**config.mk**
```make
export PLATFORM = sky130hd
export DESIGN_NAME = ppid_front
export DESIGN_NICKNAME = d
export VERILOG_FILES = /design/src/rtl/ppid_pkg.sv /design/src/rtl/ppid_front.sv
export SDC_FILE = /design/constraint.sdc
export NUM_CORES = 1
export LEC_CHECK = 0
export ABC_AREA = 1
export BUFFER_PORTS_ARGS = -buffer_cell sky130_fd_sc_hd__buf_4
export CAP_MARGIN = 20
export CORE_MARGIN = 2
export CORE_UTILIZATION = 43
export CTS_CLUSTER_SIZE = 20
export DETAILED_ROUTE_END_ITERATION = 16
export SETUP_SLACK_MARGIN = 0.2
export SYNTH_ARGS = -nofsm -noshare
export SYNTH_HDL_FRONTEND = slang
export SYNTH_SLANG_ARGS = --single-unit
```
**constraint.sdc**
```tcl
create_clock -name clk -period 9.5 [get_ports clk]
set_input_delay 0.95 -clock clk [delete_from_list [all_inputs] [get_ports clk]]
set_output_delay 0.95 -clock clk [all_outputs]
set_load 0.005 [all_outputs]
```
**src/rtl/ppid_pkg.sv**
```systemverilog
// shared constants, codes and stage payload types for the positional pid controller
package ppid_pkg;

  localparam int DATA_WIDTH = 24;
  localparam int FRAC_BITS  = 16;
  localparam int GAIN_W     = 32;
  localparam int DRIVE_W    = 32;
  localparam int INTEG_W    = 48;
  localparam int KIND_W     = 2;
  localparam int CFG_IDX_W  = 2;

  localparam int ERR_W     = DATA_WIDTH + 1;
  localparam int DELTA_W   = DATA_WIDTH + 2;
  localparam int ILO_W     = INTEG_W / 2;
  localparam int IHI_W     = INTEG_W - ILO_W;
  localparam int P_ERR_W   = ERR_W + GAIN_W;
  localparam int P_DELTA_W = DELTA_W + GAIN_W;
  localparam int P_ILO_W   = ILO_W + 1 + GAIN_W;
  localparam int P_IHI_W   = IHI_W + GAIN_W;
  localparam int ACC_W     = INTEG_W + GAIN_W + 2;
  localparam int SH_W      = ACC_W - FRAC_BITS;

  typedef enum logic [KIND_W-1:0] {
    KIND_SAMPLE    = 2'd0,
    KIND_CLR_INTEG = 2'd1,
    KIND_CLR_ALL   = 2'd2
  } kind_t;

  typedef enum logic [CFG_IDX_W-1:0] {
    CFG_KP = 2'd0,
    CFG_KI = 2'd1,
    CFG_KD = 2'd2
  } cfg_idx_t;

  typedef struct packed {
    logic signed [GAIN_W-1:0] kp;
    logic signed [GAIN_W-1:0] ki;
    logic signed [GAIN_W-1:0] kd;
  } gains_t;

  typedef struct packed {
    logic signed [ERR_W-1:0]   err;
    logic signed [INTEG_W-1:0] integ;
    logic signed [DELTA_W-1:0] delta;
  } front_t;

  typedef struct packed {
    logic signed [P_ERR_W-1:0]   p_err;
    logic signed [P_ILO_W-1:0]   p_ilo;
    logic signed [P_IHI_W-1:0]   p_ihi;
    logic signed [P_DELTA_W-1:0] p_delta;
  } prod_t;

endpackage

```
**src/rtl/ppid_front.sv**
```systemverilog
// error, saturating integral and derivative difference, with the controller state
module ppid_front (
  input  logic                                 clk,
  input  logic                                 rst,
  input  logic                                 in_valid,
  output logic                                 in_stall,
  input  logic [ppid_pkg::KIND_W-1:0]          kind,
  input  logic signed [ppid_pkg::DATA_WIDTH-1:0] setpoint,
  input  logic signed [ppid_pkg::DATA_WIDTH-1:0] measurement,
  output logic                                 q_valid,
  input  logic                                 q_ready,
  output ppid_pkg::front_t                     q
);

  logic signed [ppid_pkg::INTEG_W-1:0] integral_sum;
  logic signed [ppid_pkg::ERR_W-1:0]   previous_error;
  logic signed [ppid_pkg::INTEG_W-1:0] integral_sum_next;
  logic signed [ppid_pkg::ERR_W-1:0]   previous_error_next;
  logic signed [ppid_pkg::ERR_W-1:0]   err;
  logic signed [ppid_pkg::DELTA_W-1:0] delta;
  logic signed [ppid_pkg::INTEG_W:0]   sum_ext;
  logic                                en;
  logic                                accept;
  logic                                is_sample;

  assign en       = !q_valid || q_ready;
  assign in_stall = !en;
  assign accept   = in_valid && en;

  assign err   = ppid_pkg::ERR_W'(setpoint) - ppid_pkg::ERR_W'(measurement);
  assign delta = ppid_pkg::DELTA_W'(err) - ppid_pkg::DELTA_W'(previous_error);

  // one extra bit catches overflow, then clamp
  assign sum_ext = (ppid_pkg::INTEG_W + 1)'(integral_sum) + (ppid_pkg::INTEG_W + 1)'(err);

  always_comb begin
    integral_sum_next   = integral_sum;
    previous_error_next = previous_error;
    is_sample           = 1'b0;
    case (kind)
      ppid_pkg::KIND_SAMPLE: begin
        is_sample           = 1'b1;
        previous_error_next = err;
        if (sum_ext[ppid_pkg::INTEG_W] != sum_ext[ppid_pkg::INTEG_W-1]) begin
          integral_sum_next = sum_ext[ppid_pkg::INTEG_W] ?
                              {1'b1, {(ppid_pkg::INTEG_W-1){1'b0}}} :
                              {1'b0, {(ppid_pkg::INTEG_W-1){1'b1}}};
        end else begin
          integral_sum_next = sum_ext[ppid_pkg::INTEG_W-1:0];
        end
      end
      ppid_pkg::KIND_CLR_INTEG: begin
        integral_sum_next = '0;
      end
      ppid_pkg::KIND_CLR_ALL: begin
        integral_sum_next   = '0;
        previous_error_next = '0;
      end
      default: begin
        integral_sum_next = integral_sum;
      end
    endcase
  end

  always_ff @(posedge clk) begin
    if (rst) begin
      integral_sum   <= '0;
      previous_error <= '0;
      q_valid        <= 1'b0;
    end else begin
      if (accept) begin
        integral_sum   <= integral_sum_next;
        previous_error <= previous_error_next;
      end
      if (en) begin
        q_valid <= accept && is_sample;
      end
    end
  end

  always_ff @(posedge clk) begin
    if (en) begin
      q.err   <= err;
      q.integ <= integral_sum_next;
      q.delta <= delta;
    end
  end

endmodule

```
* Word-level counts from Yosys, hierarchy flattened *
Cells that the tools add are included.

cells by class
  $add $sub $neg = 3
  equality and inequality tests = 3
  muxes and demuxes = 5
  reduce and logical (&&, ||, !) cells = 9

operators by type and width
  cell                                                 number
  two-way mux 48 bit                                   2
  case mux 48 bit (2 select lines)                     1
  case mux 25 bit (2 select lines)                     1
  adder 48 x 25 -> 49 bit                              1
  subtractor 25 x 25 -> 26 bit                         1
  subtractor 24 x 24 -> 25 bit                         1
  equality test 2 x 1 -> 1 bit, second input constant  1
  equality test 2 bit, second input constant           1
  logical AND 1 bit                                    2
  zero test 1 bit                                      2
  zero test 2 bit                                      1
  AND reduction 2 bit                                  1
  nonzero test 2 bit                                   1
  OR reduction 2 bit                                   1
  logical OR 1 bit                                     1
  two-way mux 1 bit                                    1
  inequality test 1 bit                                1

storage, ports and cells
  register bits = 173
  bits of input ports = 54
  output and inout port bits = 101
  logic and storage cells = 26

* Longest topological paths before layout *
  depth in word-level cells = 5
  mapped depth = 34

* Worst setup path before layout *
No wires, ideal clock.

  kind = input to register
  from = in setpoint[0] in the netlist's numbering
  to = reg q[39] in the netlist's numbering, data pin
  library setup time = 0.253 ns
  arrival = 5.202 ns
  setup slack = 4.045 ns
  stages = 26
  path buffers = 2
  cells stage by stage = inv_1 -> ha_1 -> fa_1 -> nand3b_1 -> nand2_1 -> nand3_1 -> nand3_1 -> nand2_1 -> nand2_1 -> a21oi_1 -> a21oi_1 -> ha_1 -> nand2_2 -> inv_1 -> a21oi_1 -> nand2_1 -> a21oi_1 -> nand3_2 -> nand2_1 -> nand2_1 -> nand2_1 -> buf_6 -> buf_6 -> nand3_2 -> nand2_4 -> nand2_1

between the ends
  longest elaborated chain between the ends = 5

RTL lines
  element                                                      line                                RTL
  start: declaration                                           ppid_front.sv:8                     input logic signed [ppid_pkg::DATA_WIDTH-1:0] setpoint,
  subtractor 24 x 24 -> 25 bit (*)                             ppid_front.sv:30                    assign err = ppid_pkg::ERR_W'(setpoint) - ppid_pkg::ERR_W'(measurement);
  net err, one bit                                             ppid_front.sv:19                    logic signed [ppid_pkg::ERR_W-1:0] err;
  adder 48 x 25 -> 49 bit (*)                                  ppid_front.sv:34                    assign sum_ext = (ppid_pkg::INTEG_W + 1)'(integral_sum) + (ppid_pkg::INTEG_W + 1)'(err);
  two-way mux 48 bit or inequality test 1 bit (tied branches)  ppid_front.sv:45, ppid_front.sv:44
  two-way mux 48 bit (*)                                       ppid_front.sv:44                    if (sum_ext[ppid_pkg::INTEG_W] != sum_ext[ppid_pkg::INTEG_W-1]) begin
  case mux 48 bit (2 select lines) (*)                         ppid_front.sv:40                    case (kind)
  net integral_sum_next, one bit                               ppid_front.sv:17                    logic signed [ppid_pkg::INTEG_W-1:0] integral_sum_next;
  end: declaration                                             ppid_front.sv:12                    output ppid_pkg::front_t q

Mark *: on every way through the listed nets, which the timed path passes. The rest lies on a longest branch.
A chain may end at the register's enable or synchronous reset.

* Worst setup path after layout *
  from = in setpoint[0] in the netlist's numbering
  to = reg integral_sum[45] in the netlist's numbering

between the ends
  longest elaborated chain between the ends = 5

RTL lines
  element                                                      line                                RTL
  subtractor 24 x 24 -> 25 bit (*)                             ppid_front.sv:30
  net err, one bit                                             ppid_front.sv:19
  adder 48 x 25 -> 49 bit (*)                                  ppid_front.sv:34
  two-way mux 48 bit or inequality test 1 bit (tied branches)  ppid_front.sv:45, ppid_front.sv:44
  two-way mux 48 bit (*)                                       ppid_front.sv:44
  case mux 48 bit (2 select lines) (*)                         ppid_front.sv:40
  end signal: assignment                                       ppid_front.sv:72                    integral_sum <= integral_sum_next;
  end: declaration                                             ppid_front.sv:15                    logic signed [ppid_pkg::INTEG_W-1:0] integral_sum;

Marks and branches as above.

==> run summary <==
Area Overhead vs Synth - 14.9%
post-layout util - 49.8%
die height - 184 um
Setup CP Type - in2reg
critical path startpoint - setpoint[0]
Critical Path End Type - flip-flop
Slew @ Worst Pin - 0.990 ns
TNS Setup - 0 ns
Peak VDD IR - 140 uV
Cell Count, Final, Fillers Out - 2572
setup bufs post-CTS - 0
Seq cells post-synth - 173
Yosys cell types - 45
Net Sw Frac - 40.7%
Slew HR - 33.9%
cts repair resizes - 0
required time of the critical path - 9.90 ns
WL final - 41600 um
Max FO, Critical Path - 18
register clock-pin slew on the reported worst setup and hold paths - 0.07 ns
Clock power frac - 21.7%
Detailed Route Iter0 Violations - 645
Hold Fails Final Rpt - 0
layout cells sized above 1 - 16.2%
CP Data Arrival Time - 6.56 ns
Net Count, Synth - 2132
final worst-path cycle share - 64.9%
CTS tree - built
clk_lat worst skew - 0.45 ns
area of the mapped netlist - 14000 um2
core area - 32300 um2
final setup skew - 0.00913 ns
num ports - 155
fmax - 0.162 GHz
pin count of the biggest net entering global routing - 94
CTS root buffer - clkbuf_16
min Tclk post-route - 6.16 ns
Tightest Hold Check Type - reg2reg
placed insts - 2539
first-pass GRT wire length - 65000 um
unrepaired setup endpoints after global routing - no
dpl ws - 2.88 ns
post-cts hold buffer count - 0
reg2reg end - integral_sum[45]
Synth Area in Simple Gates - 34.9%
WL/cell - 16.2 um
H-tree depth - 4
Port-buffer cells - 154
crit path to - integral_sum[45]
fin. max-slew vios - 0
area of the multi-input gates - 8050 um2
# rows - 66
GP Congestion - 0.950
post-synthesis sequential area ratio - 31.9%
hold slack - 0.467 ns
instance count of the mapped netlist - 1976
sequential power share - 31.7%
Congestion Overflow GR - 0
initial antenna violation count - 0
Ys Warns - 0
Synth Area per Inst - 7.07 um2
clk sinks - 173
Vias/cell - 4.93
Static Leak - 8.34 nW
setup slack after layout - 3.34 ns
Sequential Area - 4450 um2
Via Count - 12692
Filler cells - 3315
initial core utilization - 43.3%
Die ar. - 34000 um2
Antenna Cells - 0
DR pass1 iterations - 5
Worst Reg2Reg Path Length in Cells - 19
PD cells - 203 nW/um2
reg2reg start - integral_sum[0]
TritonCTS Buffers - 17
vias in the first global route - 12331
r2r setup slk - 5.61 ns
# DRC - 0
Synth Area in XOR/XNOR - 4.51%
nets - 2273
P_sw - 1.33 mW
Compound-Gate Fraction of Synth Area - 8.75%
GRT Overall Usage - 24.9%
CTS max path bufs - 2
hpwl dp - 32900 um
Combinational Power Share - 46.6%
count of final setup violators - 0
CP startpoint kind - primary input
max-cap violation count - 0
status - complete, no violations
Routed Antenna Nets - 0
Die W - 184 um
area share of fa/ha/maj cells after synthesis - 9.29%
cell internal pwr - 1.94 mW
combinational family with the most area after synthesis - simple AND/OR/NAND/NOR gates
mux cell area share after synthesis - 0%
flip-flops by register name, summed over array words and instances (netlist names):
name and count:
q 99, integral_sum 48, previous_error 25, q_valid 1
critical path, stage by stage:
cell	delay (ns)
buf_4	0.07
inv_1	0.03
ha_1	0.22
fa_1	0.43
nand3b_1	0.19
nand2_1	0.20
a21boi_0	0.21
o21ai_0	0.33
a21boi_0	0.26
o21bai_1	0.22
xor2_1	0.51
ha_1	0.39
a21oi_1	0.21
nand2_1	0.14
nand2_1	0.08
nand2_1	0.08
nand2_1	0.07
nand2_1	0.08
nand2_1	0.14
nand3_2	0.09
nand2_1	0.09
nand2_2	0.08
a21oi_4	0.61
buf_4	0.53
nand2_1	0.14
nand3_1	0.09
nand2_1	0.05
inv_1	0.04
per-stage QoR:
step / total power [mW] / area [um2]
floorplan: 2.07 / 14000
global placement: 2.56 / 15400
detailed placement: 2.58 / 15500
CTS: 3.30 / 16000
global route: 3.51 / 16100
finish: 3.27 / 16100
cells by family after synthesis:
family | count (synthesis)
AO/OA/AOI/OAI | 221
buffers and inverters | 355
AND/OR/NAND/NOR | 1053
adder cells (fa/ha/maj) | 102
flip-flops | 173
XOR/XNOR | 72
layout by cell type, fill, tap and decap left out, types with 15 or more instances in the layout:
master	n
dfxtp_1	74
nor2_1	184
o21bai_1	22
edfxtp_1	99
xnor2_1	34
buf_4	161
ha_1	99
nand2_4	30
nand4_1	18
xor2_1	38
clkbuf_16	18
o21ai_0	45
nand3_1	85
nand3_2	56
inv_2	20
nand2_1	602
nand2_2	16
nor2_2	15
inv_1	293
a21oi_1	128
nor3_1	19
worst min-delay path by stage:
stage	slack (ns)	depth (start not counted)	end	from
after floorplan	0.44	2	previous_error[1]	previous_error[1]
after global placement	0.45	2	previous_error[1]	previous_error[1]
after detailed placement	0.46	2	previous_error[18]	previous_error[18]
after CTS	0.47	2	previous_error[18]	previous_error[18]
after global routing	0.49	2	previous_error[7]	previous_error[7]
final	0.47	2	previous_error[11]	previous_error[11]
cells in the mapped netlist, drive strengths merged:
library cell | instances | area share [%]
or2 | 2 | 0.090
ha | 99 | 8.9
nand3 | 141 | 7.1
dfxtp | 74 | 11
a21boi | 6 | 0.32
inv | 314 | 8.4
and2 | 5 | 0.22
and3 | 1 | 0.045
o21bai | 22 | 1.2
nand2 | 648 | 19
a211oi | 1 | 0.054
buf | 24 | 1.5
nor3b | 1 | 0.054
a21oi | 133 | 4.9
xor2 | 38 | 2.4
a21o | 4 | 0.21
a31oi | 4 | 0.18
fa | 3 | 0.43
edfxtp | 99 | 21
dlygate4sd1 | 7 | 0.44
o21a | 4 | 0.21
nor2 | 202 | 5.8
clkbuf | 10 | 0.27
nor3 | 20 | 0.75
o22ai | 1 | 0.045
xnor2 | 34 | 2.1
nand3b | 8 | 0.43
o21ai | 45 | 1.6
nor4 | 6 | 0.27
nand4 | 19 | 0.90
a22o | 1 | 0.063
power by group through the flow:
stage / logic, mW / clock network, mW / registers, mW
after floorplan: 1.01 / 0 / 1.05
after global placement: 1.51 / 0 / 1.05
after detailed placement: 1.52 / 0 / 1.05
after CTS: 1.53 / 0.727 / 1.04
after global routing: 1.70 / 0.755 / 1.05
final: 1.52 / 0.709 / 1.04
cell type report:
type                       count  area share, %
tap                          442           3.44
sequential                   173           27.7
clock buffer                  18           2.80
timing repair buffer         163           7.74
clock inverter                14          0.818
multi-input combinational   1448           50.1
inverter                     314           7.35
layer usage:
metal | global-route usage [%] | vias to the layer above | part of all wire (%)
met5 | 0 | - | 0
met1 | 29.5 | 5830 | 43
met3 | 3.06 | 50 | 3.0
li1 | - | 6581 | -
met4 | 8.32 | 0 | 2.5
met2 | 46.2 | 231 | 51
Note: power is estimated with default switching activity, not from simulation.
