## src/rtl/ppid_pkg.sv

```systemverilog
// shared constants, codes and stage payload types for the positional pid controller
package ppid_pkg;

  localparam int DATA_WIDTH = 24;
  localparam int FRAC_BITS  = 16;
  localparam int GAIN_W     = 32;
  localparam int DRIVE_W    = 32;
  localparam int INTEG_W    = 48;
  localparam int KIND_W     = 2;
  localparam int CFG_IDX_W  = 2;

  localparam int ERR_W     = DATA_WIDTH + 1;
  localparam int DELTA_W   = DATA_WIDTH + 2;
  localparam int ILO_W     = INTEG_W / 2;
  localparam int IHI_W     = INTEG_W - ILO_W;
  localparam int P_ERR_W   = ERR_W + GAIN_W;
  localparam int P_DELTA_W = DELTA_W + GAIN_W;
  localparam int P_ILO_W   = ILO_W + 1 + GAIN_W;
  localparam int P_IHI_W   = IHI_W + GAIN_W;
  localparam int ACC_W     = INTEG_W + GAIN_W + 2;
  localparam int SH_W      = ACC_W - FRAC_BITS;

  typedef enum logic [KIND_W-1:0] {
    KIND_SAMPLE    = 2'd0,
    KIND_CLR_INTEG = 2'd1,
    KIND_CLR_ALL   = 2'd2
  } kind_t;

  typedef enum logic [CFG_IDX_W-1:0] {
    CFG_KP = 2'd0,
    CFG_KI = 2'd1,
    CFG_KD = 2'd2
  } cfg_idx_t;

  typedef struct packed {
    logic signed [GAIN_W-1:0] kp;
    logic signed [GAIN_W-1:0] ki;
    logic signed [GAIN_W-1:0] kd;
  } gains_t;

  typedef struct packed {
    logic signed [ERR_W-1:0]   err;
    logic signed [INTEG_W-1:0] integ;
    logic signed [DELTA_W-1:0] delta;
  } front_t;

  typedef struct packed {
    logic signed [P_ERR_W-1:0]   p_err;
    logic signed [P_ILO_W-1:0]   p_ilo;
    logic signed [P_IHI_W-1:0]   p_ihi;
    logic signed [P_DELTA_W-1:0] p_delta;
  } prod_t;

endpackage

```

## src/rtl/ppid_out.sv

```systemverilog
// term sum, fractional shift, output saturation and the result register
module ppid_out (
  input  logic                                clk,
  input  logic                                rst,
  input  logic                                d_valid,
  output logic                                d_ready,
  input  ppid_pkg::prod_t                     d,
  output logic                                out_valid,
  input  logic                                out_stall,
  output logic signed [ppid_pkg::DRIVE_W-1:0] drive,
  output logic                                saturated
);

  logic signed [ppid_pkg::ACC_W-1:0]   acc;
  logic                                acc_valid;
  logic signed [ppid_pkg::ACC_W-1:0]   acc_next;
  logic signed [ppid_pkg::SH_W-1:0]    sh;
  logic [ppid_pkg::SH_W-ppid_pkg::DRIVE_W:0] top_bits;
  logic                                fits;
  logic signed [ppid_pkg::DRIVE_W-1:0] drive_next;
  logic                                o_en;
  logic                                a_en;

  assign o_en    = !out_valid || !out_stall;
  assign a_en    = !acc_valid || o_en;
  assign d_ready = a_en;

  assign acc_next = ppid_pkg::ACC_W'(d.p_err) + ppid_pkg::ACC_W'(d.p_delta)
                  + ppid_pkg::ACC_W'(d.p_ilo)
                  + (ppid_pkg::ACC_W'(d.p_ihi) <<< ppid_pkg::ILO_W);

  // dropping the fraction bits is an arithmetic shift, floor rounding
  assign sh       = acc[ppid_pkg::ACC_W-1:ppid_pkg::FRAC_BITS];
  assign top_bits = sh[ppid_pkg::SH_W-1:ppid_pkg::DRIVE_W-1];
  assign fits     = (&top_bits) || !(|top_bits);

  always_comb begin
    if (fits) begin
      drive_next = sh[ppid_pkg::DRIVE_W-1:0];
    end else if (sh[ppid_pkg::SH_W-1]) begin
      drive_next = {1'b1, {(ppid_pkg::DRIVE_W-1){1'b0}}};
    end else begin
      drive_next = {1'b0, {(ppid_pkg::DRIVE_W-1){1'b1}}};
    end
  end

  always_ff @(posedge clk) begin
    if (rst) begin
      acc_valid <= 1'b0;
      out_valid <= 1'b0;
    end else begin
      if (a_en) begin
        acc_valid <= d_valid;
      end
      if (o_en) begin
        out_valid <= acc_valid;
      end
    end
  end

  always_ff @(posedge clk) begin
    if (a_en) begin
      acc <= acc_next;
    end
    if (o_en) begin
      drive     <= drive_next;
      saturated <= !fits;
    end
  end

endmodule

```

## config.mk

```make
export PLATFORM = sky130hd
export DESIGN_NAME = ppid_out
export DESIGN_NICKNAME = d
export VERILOG_FILES = /design/src/rtl/ppid_pkg.sv /design/src/rtl/ppid_out.sv
export SDC_FILE = /design/constraint.sdc
export NUM_CORES = 1
export LEC_CHECK = 0
export BUFFER_PORTS_ARGS = -buffer_cell sky130_fd_sc_hd__clkbuf_2
export CORE_MARGIN = 2
export CORE_UTILIZATION = 40
export CTS_BUF_LIST = sky130_fd_sc_hd__clkbuf_4
export DETAILED_ROUTE_END_ITERATION = 12
export GPL_TIMING_DRIVEN = 1
export PLACE_DENSITY = 0.69
export SYNTH_ARGS = -nofsm -noshare
export SYNTH_HDL_FRONTEND = slang
export SYNTH_SLANG_ARGS = --single-unit
```

## constraint.sdc

```tcl
create_clock -name clk -period 6.6 [get_ports clk]
set_clock_uncertainty 0.05 [all_clocks]
set_input_delay 1.65 -clock clk [delete_from_list [all_inputs] [get_ports clk]]
set_output_delay 1.65 -clock clk [all_outputs]
set_load 0.03 [all_outputs]
```

# Word level (Yosys, flattened, before mapping)
# Cells that the tools add are included.
[word_totals]
regBits = 117
latchBits = 0
mem_bits_rw = 0
mem_bits_ro = 0
input_bits = 232
out_inout_bits = 35
wordCells = 20
memories = 0
[op_classes]
n_addsub = 3
mul = 0
n_div = 0
magnitude_cmp = 0
n_eq_ne = 0
shifts = 0
mux = 2
n_bitwise = 0
n_reduce_logical = 10
[op_table]
columns = ["operator", "count"]
rows = [
  ["$add 60x80->81", 1],
  ["$mux 32", 2],
  ["$add 59x57->60", 1],
  ["$add 57x58->59", 1],
  ["$reduce_and 35->1", 1],
  ["$reduce_or 35->1", 1],
  ["$logic_not 1->1", 5],
  ["$logic_or 1x1->1", 3],
]

# Logic depth before layout (Yosys ltp)
# Gate-level depths: netlist of the first run.
[depth]
ltp_word = 4
ltp_mapped = 16
ltp_nobuf = 15

# Worst setup path before layout of the first run
# OpenSTA, ideal clock, no wires.
[synth_path]
path_type = "input port to flip-flop"
start = "input port d[57] in the netlist's numbering"
end = "register acc[80] in the netlist's numbering, data pin"
setup_ps = 260
arrival_time_ps = 5593
required_ps = 6290
setup_slack_ps = 697
stages = 16
n_path_buf = 1
path_cell_list = "inv_1 fa_1 fa_1 inv_1 ha_1 buf_2 a21o_1 a21o_1 a21oi_2 a21boi_2 o221ai_1 a221o_1 a41oi_2 o211ai_2 a21oi_2 xnor2_1"
[synth_via]
elab_chain_len = 3
[synth_rtl]
columns = ["item", "line", "text"]
rows = [
  ["start, declared", "ppid_out.sv:7", "input ppid_pkg::prod_t d,"],
  ["$add 57x58->59", "ppid_out.sv:28", "assign acc_next = ppid_pkg::ACC_W'(d.p_err) + ppid_pkg::ACC_W'(d.p_delta)"],
  ["$add 59x57->60", "ppid_out.sv:29", "+ ppid_pkg::ACC_W'(d.p_ilo)"],
  ["$add 60x80->81", "ppid_out.sv:30", "+ (ppid_pkg::ACC_W'(d.p_ihi) <<< ppid_pkg::ILO_W);"],
  ["net acc_next, one bit", "ppid_out.sv:16", "logic signed [ppid_pkg::ACC_W-1:0] acc_next;"],
  ["end signal, assigned", "ppid_out.sv:63", "acc <= acc_next;"],
  ["end, declared", "ppid_out.sv:14", "logic signed [ppid_pkg::ACC_W-1:0] acc;"],
]
# The timed path passes the listed nets, and every way through them passes these cells.
# A chain may end at the register's enable or synchronous reset.

# Final worst setup path of the first run
[layout_path]
start = "input port d[170] in the netlist's numbering"
end = "register acc[80] in the netlist's numbering, data pin"
[layout_via]
elab_chain_len = 2
[layout_rtl]
columns = ["item", "line"]
rows = [
  ["$add 59x57->60", "ppid_out.sv:29"],
  ["$add 60x80->81", "ppid_out.sv:30"],
  ["net acc_next, one bit", "ppid_out.sv:16"],
]
# The timed path passes the listed nets, and every way through them passes these cells.

==> flow_summary.yaml, run 1 <==
route:
  ant_nets: 0
  routed_wl_mm: 29.6
  vias_per_cell: 4.97
  drc: 0
  firstDrtPassIters: 5
  drt-initial-drc-count: 567
  vias: 9838
  wl_per_cell_um: 14.9
flow_run:
  maxCapViolations: 0
worst_setup_path:
  start_kind: "input port"
  crit_chain: "clkbuf_2, inv_1, buf_4, buf_4, fa_1, fa_1, inv_1, ha_1, a21o_1, a21o_1, a21oi_1, o221ai_1, a221o_1, a41oi_2, o211ai_2, a21oi_2, xnor2_1"
  cp.arrival_ns: 5.57
  critical_path.top_delay_family: "compound AO/OA/AOI/OAI gates"
  cp-end-kind: "flop"
  crit_fanout: 9
  required_ns: 6.82
  critPathSlowestCell: "fa_1"
  crit_type: "input port to flop"
  crit_path_max_incr_delay_ns: 0.49
  crit_buf_inv: 5
  cp-startpoint: "d[170]"
  rr_startpoint: "acc[80]"
clock_tree:
  htreeDepth: 3
  cts_buffer_depth: 2
  path_clk_slew_ns: 0.18
  holdBufCountCts: 0
  numCtsBuffers: 9
  ctsRootBufferMaster: "clkbuf_4"
  clkLatencyLatePin_ns: 0.49
  cts_resized: 0
  cts_tree: "yes"
  cts_sinks: 100
  post_cts_buffers: 0
timing:
  setup_tns_ns: 0
  max-slew-margin-rel_pct: 39.9
  worst_pin_slew_ns: 0.902
  finalHoldViolations: 0
  min_period_ns: 5.36
  max_freq_mhz: 187
  grt_setup_unrepaired: "no"
  setup_viol: 0
  slew_viol_final: 0
  finalCritPeriodShare_pct: 81.1
yosys:
  synth_nets: 1798
  synthesis.area_sq_um: 12200
  ys_ff_latch: 100
  ys_types: 66
  postSynthCellCount: 1331
  synth.avg_cell_area_sq_um: 9.14
  async_flop_share_pct: 0
  synth_edf_count: 98
  synthFlopType: "edfxtp_1"
  synth_seq_area_share_pct: 24.5
  yosysWarnings: 0
global_route:
  overflow: 0
  grt_max_degree: 67
  antenna_found_initial: 1
  grt_pass1_wl_mm: 48.5
  grt_use_total_pct: 19.2
  grt_pass1_vias: 10100
power:
  leakage_nw: 7.57
  peakVddDrop_uv: 117
  powerDensity_nw_per_um2: 309
placed_design:
  place.gp.congestion: 0.933
  placed_cells: 1961
  dp_hpwl_mm: 25.2
  numPortBuffers: 266
floorplanning:
  die_area_sq_um: 31800
  die_h_um: 178
  ios: 267
  die_x_um: 178
  core_sq_um: 29800
  start_util_pct: 40.8
  row_count: 63
finish:
  final_core_util_pct: 47.3
  syn_to_final_growth_pct: 15.7
  fin_cells: 1978
  drive_gt1_share_pct: 20.0
  layout.nets: 2049
worst_hold_path:
  min_path_type: "flop to flop"
  min_from: "acc[16]"
outcome:
  status: "finished clean"
[synthesized netlist by cell type, types with 5 or more instances]
cell      count  area (sq um)
a21boi_0      5          37.5
a21o_1       68           510
a21oi_1      96           480
a21oi_2       7          61.3
a31oi_1       9          56.3
and3_1        6          37.5
and4_1        6          52.6
buf_2        17          85.1
clkbuf_1     18          67.6
edfxtp_1     98          2940
fa_1        135          2700
ha_1        100          1250
inv_1       385          1450
nand2_1      64           240
nand3_1      15          75.1
nand4_1      35           219
nor2_1       39           146
nor2b_1       8          50.1
nor3_1       11          55.1
nor4_1        9          56.3
o211ai_1      7          52.6
o21ai_0      40           200
o21ai_1      10          50.1
o21bai_1     14           105
xnor2_1      40           350
xor2_1       24           210
[metal layers]
layer  vias up  part of all wire [%]  GRT usage, %
li1       4828                     -             -
met1      4672                    45          26.4
met2       303                    47          32.1
met3        35                   5.6          2.32
met4         0                   2.2          5.08
met5         -                     0             0
[layout make-up]
class / count / area (sq um)
tap: 390 / 488
timing repair buffer: 276 / 1410
multi-input combinational: 810 / 7600
clock buffer: 9 / 67.6
inverter: 385 / 1450
clock inverter: 7 / 92.6
antenna: 1 / 2.50
fill: 2915 / 15700
sequential: 100 / 2980
[cell families (layout without fill, tap and decap cells)]
family / count (synthesis) / in the layout / share of synthesized area (%)
flops: 100 / 100 / 24.5
other cells: 0 / 1 / 0
xor+xnor: 64 / 64 / 4.61
buf+inv: 421 / 677 / 13.2
simple gates: 218 / 218 / 9.17
compound gates: 292 / 292 / 15.9
fa+ha+maj: 235 / 235 / 32.5
mux: 1 / 1 / 0.0822
[state kept, by name, indices dropped and copies added, names as in the netlist]
register / cells
acc: 65
out_valid: 1
saturated: 1
acc_valid: 1
drive: 32
[power breakdown]
group          total (mW)  internal [mW]  switching [mW]
sequential           1.30           1.15           0.144
clock               0.359          0.125           0.234
combinational        2.70           1.04            1.66
[worst paths after layout]
path                            endpoint  cells after the start  slack (ns)
worst min-delay path            drive[0]                      1        0.48
worst max register to register  drive[1]                      9        3.75
worst max-delay path             acc[80]                     17        1.24
worst min register to register  drive[0]                      1        0.48
[cells in the final DEF (no fill, tap or decap), types with 7 or more instances in the layout]
master    count
inv_1       385
nor2_1       38
o211ai_1      7
clkbuf_2    266
o21bai_1     14
fa_1        135
a21oi_2       7
xnor2_1      40
o21ai_0      40
nor4_1        9
buf_4        10
a31oi_1       9
a21o_1       68
nand4_1      35
nor2b_1       8
clkbuf_4      9
nor3_1       11
ha_1        100
a21oi_1      96
xor2_1       24
nand2_1      64
edfxtp_1     98
nand3_1      14
o21ai_1       9
[per-stage QoR]
| stage | instance area (sq um) | setup slack, ns | hold WS [ns] | total power [mW] |
|---|---|---|---|---|
| 4_1_cts | 14100 | 1.26 | 0.487 | 4.37 |
| 6_report | 14100 | 1.24 | 0.481 | 4.36 |
| 3_5_place_dp | 13900 | 0.703 | 0.455 | 4.00 |
| 5_1_grt | 14100 | 0.961 | 0.495 | 4.73 |
| 3_3_place_gp | 13900 | 0.756 | 0.447 | 3.96 |
| 2_1_floorplan | 12200 | 0.697 | 0.386 | 3.23 |
(Power assumes the default switching activity.)
==> run 2: changes to the inputs <==
==> constraint.sdc (replaced) <==
create_clock -name clk -period 5.1 [get_ports clk]
set_clock_uncertainty 0.05 [all_clocks]
set_input_delay 1.275 -clock clk [delete_from_list [all_inputs] [get_ports clk]]
set_output_delay 1.275 -clock clk [all_outputs]
set_load 0.03 [all_outputs]
==> flow_summary.yaml, run 2 (same netlist as run 1, synthesis figures left out) <==
timing:
  slew_viol_final: 0
  max-slew-margin-rel_pct: 39.8
  min_period_ns: 4.78
  setup_viol: 0
  grt_setup_unrepaired: "no"
  finalHoldViolations: 0
  finalCritPeriodShare_pct: 93.8
  worst_pin_slew_ns: 0.903
  setup_tns_ns: 0
  max_freq_mhz: 209
floorplanning:
  die_area_sq_um: 31800
  die_x_um: 178
  start_util_pct: 40.8
  row_count: 63
  core_sq_um: 29800
  die_h_um: 178
  ios: 267
global_route:
  grt_max_degree: 67
  grt_pass1_wl_mm: 50.1
  antenna_found_initial: 1
  overflow: 0
  grt_pass1_vias: 10400
  grt_use_total_pct: 19.8
finish:
  reg.largest.list: "acc x65, drive x32"
  final_core_util_pct: 49.8
  mostFrequentLayoutCells: "384 x inv_1, 266 x clkbuf_2, 135 x fa_1"
  final_common_cell: "inv_1"
  regMostFlops: "acc"
  drive_gt1_share_pct: 24.9
  layout.nets: 2150
  largest_register_ffs: 65
  syn_to_final_growth_pct: 22.0
clock_tree:
  ctsRootBufferMaster: "clkbuf_4"
  post_cts_buffers: 0
  holdBufCountCts: 0
  cts_resized: 0
  path_clk_slew_ns: 0.17
  htreeDepth: 3
  cts_tree: "yes"
  numCtsBuffers: 9
  cts_sinks: 100
  clkLatencyLatePin_ns: 0.48
  cts_buffer_depth: 2
route:
  vias_per_cell: 4.87
  vias: 10100
  drt-initial-drc-count: 677
  routed_wl_mm: 30.2
  drc: 0
  ant_nets: 0
  firstDrtPassIters: 5
  wl_per_cell_um: 14.5
power:
  powerDensity_nw_per_um2: 402
  leakage_nw: 8.06
  peakVddDrop_uv: 212
worst_setup_path:
  critical_path.top_delay_family: "compound AO/OA/AOI/OAI gates"
  critPathSlowestCell: "fa_1"
  cp-end-kind: "flop"
  crit_path_max_incr_delay_ns: 0.51
  required_ns: 5.30
  cp.arrival_ns: 4.98
  crit_type: "input port to flop"
  crit_fanout: 7
  start_kind: "input port"
  crit_chain: "clkbuf_2, inv_1, fa_1, fa_1, inv_1, ha_1, buf_4, a21o_1, a21o_1, a21oi_1, o21ai_0, a31oi_1, nand3_1, a21oi_1, o21ai_1, a21boi_0, xnor2_1"
  crit_buf_inv: 4
placed_design:
  dp_hpwl_mm: 26.1
  numPortBuffers: 266
  place.gp.congestion: 0.919
outcome:
  status: "finished clean"
worst_hold_path:
  min_path_type: "flop to flop"
flow_run:
  maxCapViolations: 0
run 2: stage by stage:
stage	setup WS [ns]	cell area, sq um	power [mW]	hold slack [ns]	instances
2_1_floorplan	-0.179	12200	4.19	0.386	1331
3_3_place_gp	-0.220	14700	5.52	0.447	2062
3_5_place_dp	-0.195	14700	5.56	0.454	2062
4_1_cts	0.317	14800	5.99	0.492	2078
5_1_grt	0.0895	14900	6.50	0.502	2079
6_report	0.318	14900	5.97	0.482	2079
run 2: power by group:
| group | internal [mW] | switching [mW] | total (mW) |
|---|---|---|---|
| sequential | 1.49 | 0.180 | 1.67 |
| combinational | 1.66 | 2.22 | 3.88 |
| clock | 0.112 | 0.310 | 0.423 |
run 2: layout make-up:
| cell class | instances | area (sq um) |
|---|---|---|
| Timing Repair Buffer | 377 | 2190 |
| Clock buffer | 9 | 67.6 |
| Tap cell | 390 | 488 |
| Multi-Input combinational cell | 810 | 7600 |
| Fill cell | 2845 | 14900 |
| Sequential cell | 100 | 2980 |
| Inverter | 385 | 1450 |
| Clock inverter | 7 | 67.6 |
| Antenna cell | 1 | 2.50 |
run 2: layer usage:
metal	vias up	track usage [%]	part of all wire, %
met5	-	0	0
li1	5015	-	-
met4	0	4.95	2.2
met1	4779	27.2	45
met3	41	2.88	5.5
met2	294	32.9	47
run 2: final timing paths:
check | start | end | slack, ns | depth (start not counted)
worst min register to register | acc[34] | drive[18] | 0.48 | 1
worst max-delay path | d[49] | acc[68] | 0.32 | 17
worst min-delay path | acc[34] | drive[18] | 0.48 | 1
worst max register to register | acc[75] | drive[26] | 2.50 | 7
run 2: worst reg2reg max path, stage by stage, from the launching register on:
cell and delay [ns]:
edfxtp_1 0.46, nor4_1 0.52, nand4_1 0.16, or4_1 0.44, o21ai_2 0.16, nor2_2 0.10, buf_4 0.25, a21o_1 0.23
